===== src/design/rtmg_pkg.sv =====
// rtmg_pkg: shared types, constants and the gamma threshold table for the
// reinhard tone map and gamma block; no dependencies
`timescale 1ns / 1ps

package rtmg_pkg;

    localparam int FRACTION_BITS    = 16;
    localparam int GAMMA_INDEX_BITS = 12;

    localparam int RAD_BITS    = 32;
    localparam int BYTE_BITS   = 8;
    localparam int REM_BITS    = RAD_BITS + 2;
    localparam int DIV_STAGES  = GAMMA_INDEX_BITS;
    localparam int GAMMA_STEPS = BYTE_BITS;
    localparam int LEVELS      = 1 << BYTE_BITS;
    localparam int LATENCY     = DIV_STAGES + 1 + GAMMA_STEPS + 1;
    localparam int WIDE_BITS   = 5 * GAMMA_INDEX_BITS + 96;

    localparam logic [REM_BITS-1:0] ONE_FIXED = REM_BITS'(1) << FRACTION_BITS;

    typedef struct packed {
        logic [RAD_BITS-1:0] red_radiance;
        logic [RAD_BITS-1:0] green_radiance;
        logic [RAD_BITS-1:0] blue_radiance;
    } pixel_t;

    typedef struct packed {
        logic [BYTE_BITS-1:0] red_byte;
        logic [BYTE_BITS-1:0] green_byte;
        logic [BYTE_BITS-1:0] blue_byte;
    } result_t;

    typedef logic [GAMMA_INDEX_BITS:0] thresh_t;
    typedef thresh_t thresh_table_t [LEVELS];

    function automatic logic [WIDE_BITS-1:0] wide_pow(input int base, input int exp);
        logic [WIDE_BITS-1:0] acc;
        acc = WIDE_BITS'(1);
        for (int i = 0; i < exp; i++)
        begin
            acc = acc * WIDE_BITS'(base);
        end
        return acc;
    endfunction

    // smallest index whose gamma byte reaches each level
    function automatic thresh_table_t build_thresholds();
        thresh_table_t        t;
        logic [WIDE_BITS-1:0] scale;
        logic [WIDE_BITS-1:0] lhs;
        logic [WIDE_BITS-1:0] rhs;
        int                   lo;
        int                   hi;
        int                   mid;
        scale = wide_pow(255, 11);
        for (int v = 0; v < LEVELS; v++)
        begin
            lhs = wide_pow(v, 11) << (5 * GAMMA_INDEX_BITS);
            lo  = 0;
            hi  = 1 << GAMMA_INDEX_BITS;
            while (lo < hi)
            begin
                mid = (lo + hi) >> 1;
                rhs = wide_pow(mid, 5) * scale;
                if (rhs >= lhs)
                begin
                    hi = mid;
                end
                else
                begin
                    lo = mid + 1;
                end
            end
            t[v] = thresh_t'(lo);
        end
        return t;
    endfunction

    localparam thresh_table_t GAMMA_THRESH = build_thresholds();

endpackage


===== src/design/rtmg_div.sv =====
// rtmg_div: pipelined restoring divider giving the quantised reinhard ratio
// of one channel, one quotient bit per stage; depends on rtmg_pkg
`timescale 1ns / 1ps

module rtmg_div (
    input  logic                                  clk,
    input  logic                                  en,
    input  logic [rtmg_pkg::RAD_BITS-1:0]         radiance,
    output logic [rtmg_pkg::GAMMA_INDEX_BITS-1:0] idx
);

    logic [rtmg_pkg::REM_BITS-1:0]         rem_reg [rtmg_pkg::DIV_STAGES];
    logic [rtmg_pkg::REM_BITS-1:0]         den_reg [rtmg_pkg::DIV_STAGES];
    logic [rtmg_pkg::GAMMA_INDEX_BITS-1:0] q_reg   [rtmg_pkg::DIV_STAGES+1];

    always_ff @(posedge clk)
    begin
        if (en)
        begin
            rem_reg[0] <= rtmg_pkg::REM_BITS'(radiance);
            den_reg[0] <= rtmg_pkg::REM_BITS'(radiance) + rtmg_pkg::ONE_FIXED;
            q_reg[0]   <= '0;
        end
    end

    for (genvar s = 1; s <= rtmg_pkg::DIV_STAGES; s++)
    begin : g_stage
        logic [rtmg_pkg::REM_BITS-1:0] shifted;
        logic                          ge;

        assign shifted = {rem_reg[s-1][rtmg_pkg::REM_BITS-2:0], 1'b0};
        assign ge      = shifted >= den_reg[s-1];

        always_ff @(posedge clk)
        begin
            if (en)
            begin
                q_reg[s] <= {q_reg[s-1][rtmg_pkg::GAMMA_INDEX_BITS-2:0], ge};
            end
        end

        if (s < rtmg_pkg::DIV_STAGES)
        begin : g_carry
            always_ff @(posedge clk)
            begin
                if (en)
                begin
                    rem_reg[s] <= ge ? shifted - den_reg[s-1] : shifted;
                    den_reg[s] <= den_reg[s-1];
                end
            end
        end
    end

    assign idx = q_reg[rtmg_pkg::DIV_STAGES];

endmodule


===== config.mk =====
export PLATFORM = sky130hd
export DESIGN_NAME = rtmg_div
export DESIGN_NICKNAME = d
export VERILOG_FILES = /design/src/design/rtmg_pkg.sv /design/src/design/rtmg_div.sv
export SDC_FILE = /design/constraint.sdc
export NUM_CORES = 2
export LEC_CHECK = 0
export BUFFER_PORTS_ARGS = -buffer_cell sky130_fd_sc_hd__buf_2
export CAP_MARGIN = 10
export CORE_ASPECT_RATIO = 1.25
export CORE_MARGIN = 3
export CORE_UTILIZATION = 30
export DETAILED_ROUTE_END_ITERATION = 10
export GPL_TIMING_DRIVEN = 0
export PLACE_DENSITY = 0.46
export REMOVE_ABC_BUFFERS = 1
export SETUP_SLACK_MARGIN = 0.15
export SKIP_LAST_GASP = 1
export SLEW_MARGIN = 0
export SYNTH_ARGS = -nofsm -noshare
export SYNTH_HDL_FRONTEND = slang
export SYNTH_SLANG_ARGS = --single-unit

===== constraint.sdc =====
create_clock -name clk -period 4.85 [get_ports clk]
set_input_delay 0.2425 -clock clk [delete_from_list [all_inputs] [get_ports clk]]
set_output_delay 0.2425 -clock clk [all_outputs]
set_load 0.1 [all_outputs]

# After elaboration in Yosys (flattened, before gate mapping)
# Memories as Yosys holds them, arrays and structs flattened.
# Index checks and enable logic that the tools add are counted.
[totals]
ff_bits = 0
ramBits = 972
input_bits = 34
out_inout_bits = 12
word_cells = 40
mem_count = 3
[classes]
addsub = 12
n_lt_le_gt_ge = 12
n_mux = 13
[mem_list]
columns = ["memory", "depth", "width", "read_ports", "rd_clocked_by_memory_dff", "write_ports", "line_no", "text"]
rows = [
  ["den_reg", 12, 34, 12, 0, 12, "rtmg_div.sv:13", "logic [rtmg_pkg::REM_BITS-1:0] den_reg [rtmg_pkg::DIV_STAGES];"],
  ["rem_reg", 12, 34, 12, 0, 12, "rtmg_div.sv:12", "logic [rtmg_pkg::REM_BITS-1:0] rem_reg [rtmg_pkg::DIV_STAGES];"],
  ["q_reg", 13, 12, 13, 0, 13, "rtmg_div.sv:14", "logic [rtmg_pkg::GAMMA_INDEX_BITS-1:0] q_reg [rtmg_pkg::DIV_STAGES+1];"],
]
[op_table]
columns = ["cell", "n"]
rows = [
  ["$ge A34 B34 Y1", 12],
  ["$mux W34", 11],
  ["$sub A34 B34 Y34", 11],
  ["$add A32 B17 Y33 const B", 1],
  ["$mux W1", 2],
]

# Longest topological paths before layout
# An unclocked memory read counts as a cell.
[logic_depth]
word_depth = 3
mapped_depth = 15
ltp_nobuf = 13

# Worst setup path before layout
# No wires, ideal clock.
[synth_path]
path_kind = "register to register"
from = "mem den_reg[1][0] in the netlist's numbering"
to = "mem rem_reg[2][40] in the netlist's numbering, data pin"
setup_time_ps = 260
arrival_time_ps = 3200
t_required_ps = 4590
path_slack_ps = 1390
stages_incl_launch_ff = 13
path_buffers = 1
synth_period_minus_slack_ps = 3460
path_cell_list = "edfxtp_1 -> fa_1 -> nor2b_1 -> o21ai_0 -> a21boi_1 -> o311a_1 -> nor3_1 -> o31a_1 -> o211a_1 -> or2_2 -> o21ai_4 -> buf_4 -> mux2_2"
[synth_rtl]
columns = ["element", "line_no"]
rows = [
  ["from (decl)", "rtmg_div.sv:13"],
  ["to (decl)", "rtmg_div.sv:12"],
]

==> results.py <==
metrics = {
    "outcome": {
        "status": "finished clean",
    },
    "drt": {
        "wl_met2_mm": 57.7,
        "via_per_inst": 4.71,
        "route.vias.total": 32539,
        "wire_per_inst_microns": 15.5,
        "drtIter0Drc": 1308,
        "wl_met1_mm": 40.2,
        "drt_first_pass_iters": 5,
        "dr.max_layer_used": "met4",
        "wl_mm": 107,
        "ant_nets": 0,
        "route.met3.wl_mm": 2.92,
        "drc": 0,
    },
    "floorplanning": {
        "die_h_microns": 462,
        "core_area_sq_um": 165000,
        "dieArea_sq_um": 172000,
        "rows": 166,
        "ios": 46,
        "die_w_microns": 371,
        "start_util_pct": 30.4,
    },
    "sta": {
        "finClkSkew_ns": 0.0315,
        "relSlewSlack_pct": 22.1,
        "timing.final.crit_share_pct": 90.8,
        "max_freq_mhz": 227,
        "setup_ws_ns": 0.448,
        "rsz0062_at_grt": "no",
        "hold_viol": 0,
        "worst_slew_pin_slew_ns": 1.17,
        "finalCriticalPeriod_ns": 4.40,
        "finalMaxSlewViolations": 0,
        "setup_violations": 0,
        "timing.hold.ws_ns": 0.236,
    },
    "finish": {
        "post-route-util_pct": 34.4,
        "n_antenna_cell": 0,
        "final_nets": 5084,
        "regArea_sq_um": 25600,
        "fillers": 16338,
        "multi_input_area_sq_um": 22200,
        "largest_register_ffs": 395,
        "area_growth_pct": 13.2,
        "drive_gt1_share_pct": 8.64,
    },
    "setup_path": {
        "cp-end-kind": "flop",
        "startpoint_type": "flop",
        "worstPathMaxFanout": 17,
        "worstPathRequired_ns": 5.29,
        "crit_type": "reg2reg",
        "cp.arrival_ns": 4.84,
    },
    "placement": {
        "portBuffers": 45,
        "gp_congestion": 0.844,
        "hpwl_mm": 79.8,
        "dp_worst_setup_slack_ns": -0.519,
    },
    "pwr": {
        "power.leakage_nw": 23.1,
        "ir_drop_v": 0.000294,
        "power_mw": 34.8,
        "pwr_density_cell_nw_per_um2": 615,
    },
    "clock_tree": {
        "cts-buffers-inserted": 102,
        "cts_max_level": 3,
        "clock_latency_ns": 0.71,
        "clkTransAtPathRegs_ns": 0.05,
        "cts.path.max_buffers": 3,
        "root_buffer": "clkbuf_16",
        "cts_tree": "yes",
        "cts_sinks": 853,
    },
    "grt": {
        "grt_antenna_before_repair": 0,
        "grt_pass1_vias": 33898,
        "grt_pass1_wl_mm": 173,
        "grt.total_usage_pct": 12.4,
        "grt_max_degree": 131,
        "overflow": 0,
    },
    "synthesis": {
        "synth_edf_count": 853,
        "yosysWarnings": 0,
        "synthArstFlopShare_pct": 0,
        "synth_common_cells": "853 x edfxtp_1, 493 x inv_1, 396 x ha_1, 361 x a21oi_1, 304 x nand2_1",
        "synth_cell_types": 83,
        "synthFlopType": "edfxtp_1",
        "yosysMostFrequentCell": "edfxtp_1",
        "syn_area_per_cell_sq_um": 11.0,
        "syn_area_sq_um": 50000,
        "yosysTopAreaCell": "edfxtp_1",
        "synth_top_area_share_pct": 51.2,
        "synth_area_leaders": "edfxtp_1 51%, ha_1 9.9%, inv_1 3.7%",
        "synth.ff_latch_count": 853,
        "synthCells": 4536,
        "ys_seq_area_share_pct": 51.2,
    },
    "hold_path": {
        "hold_path_class": "in2reg",
    },
    "flow_run": {
        "max-cap-violations": 0,
    },
}
-- layer usage --
metal	vias up	track usage (%)
met3	262	1.71
li1	16766	-
met2	456	24.2
met5	-	0
met4	0	6.93
met1	15055	12.4
-- critical path, stage by stage (launching register included) --
cell	delay, ns
edfxtp_1	0.40
ha_1	0.38
nor2b_1	0.16
o21a_1	0.18
o21a_1	0.20
o31a_1	0.29
nor3_1	0.41
o21ai_1	0.27
a21oi_1	0.52
o41ai_1	0.22
a211oi_4	0.32
buf_8	0.22
buf_8	0.19
mux2_2	0.36
-- cell type report --
type / instances / share of cell area, %
clock inverters: 57 / 0.913
inverters: 495 / 3.29
multi-input cells: 3084 / 39.2
repair inverters: 1 / 0.0133
well taps: 2184 / 4.83
flip-flops and latches: 853 / 45.3
repair buffers: 107 / 1.85
clock buffers: 123 / 4.69
-- final timing paths --
kind | startpoint | to | slack [ns] | cells after the start
max | rem_reg[2][35]$_DFFE_PP_ | rem_reg[3][3]$_DFFE_PP_ | 0.45 | 13
min | radiance[12] | rem_reg[0][12]$_DFFE_PP_ | 0.24 | 2
max reg2reg | rem_reg[2][35]$_DFFE_PP_ | rem_reg[3][3]$_DFFE_PP_ | 0.45 | 13
min reg2reg | q_reg[1][3]$_DFFE_PP_ | q_reg[1][16]$_DFFE_PP_ | 0.41 | 0
-- logic make-up (layout without fill, tap and decap cells) --
| logic type | count (synthesis) | after routing | synth area share (%) |
|---|---|---|---|
| xor+xnor | 300 | 300 | 5.25 |
| compound gates | 1202 | 1205 | 15.3 |
| mux | 163 | 163 | 3.65 |
| flops | 853 | 853 | 51.2 |
| buf+inv | 602 | 783 | 4.72 |
| simple gates | 1010 | 1010 | 9.55 |
| fa+ha+maj | 406 | 406 | 10.3 |
-- through the flow --
stage | cell area [sq um] | instances | setup TNS, ns
global route | 56600 | 6904 | 0
CTS | 56500 | 6900 | 0
detailed placement | 53000 | 6678 | -13.03
finish | 56600 | 6904 | 0
floorplan | 49500 | 4429 | -1.79
global placement | 52500 | 6658 | -8464.24
-- power by group --
group	switching [mW]	leakage [nW]	internal [mW]
logic	8.80	13.3	6.90
clock network	3.00	1.55	4.30
registers	0.932	8.34	10.9
-- placed cells by master, fill, tap and decap left out, types with 11 or more instances in the layout --
master         Yosys  layout
clkbuf_1          76      20
o21ai_0          257     257
or3_1             15      15
nand2_1          304     304
and3_1            43      43
clkinv_1           0      24
mux2_2           152     152
a21oi_1          361     360
o211ai_1          21      21
nor3_1            51      51
inv_1            493     492
ha_1             396     396
a21boi_0          14      14
clkinv_2           0      17
nor2_1           285     285
a41oi_1           11      11
nor2b_1           60      60
nand3_1           67      67
nand4_1           52      52
o21a_1            44      44
and2_1            22      22
o21bai_1          52      52
xor2_1           122     122
clkbuf_16          0     103
buf_2             10      44
dlygate4sd3_1      0      33
and4_1            13      13
a211oi_1          28      28
a21o_1           203     203
nand2b_1          56      56
o31ai_1           32      32
xnor2_1          178     178
o31a_1            13      13
a31oi_1           40      38
edfxtp_1         853     853
-- repair_timing --
action,4_1_cts,5_1_grt
setup endpoints to repair,40,61
setup buffers,6,3
resized for setup,3,2
gates cloned,3,1
hold buffers,33,0
endpoints found under the hold margin,118,0
pin swaps,2,3
Power figures use the tool's default switching activity.
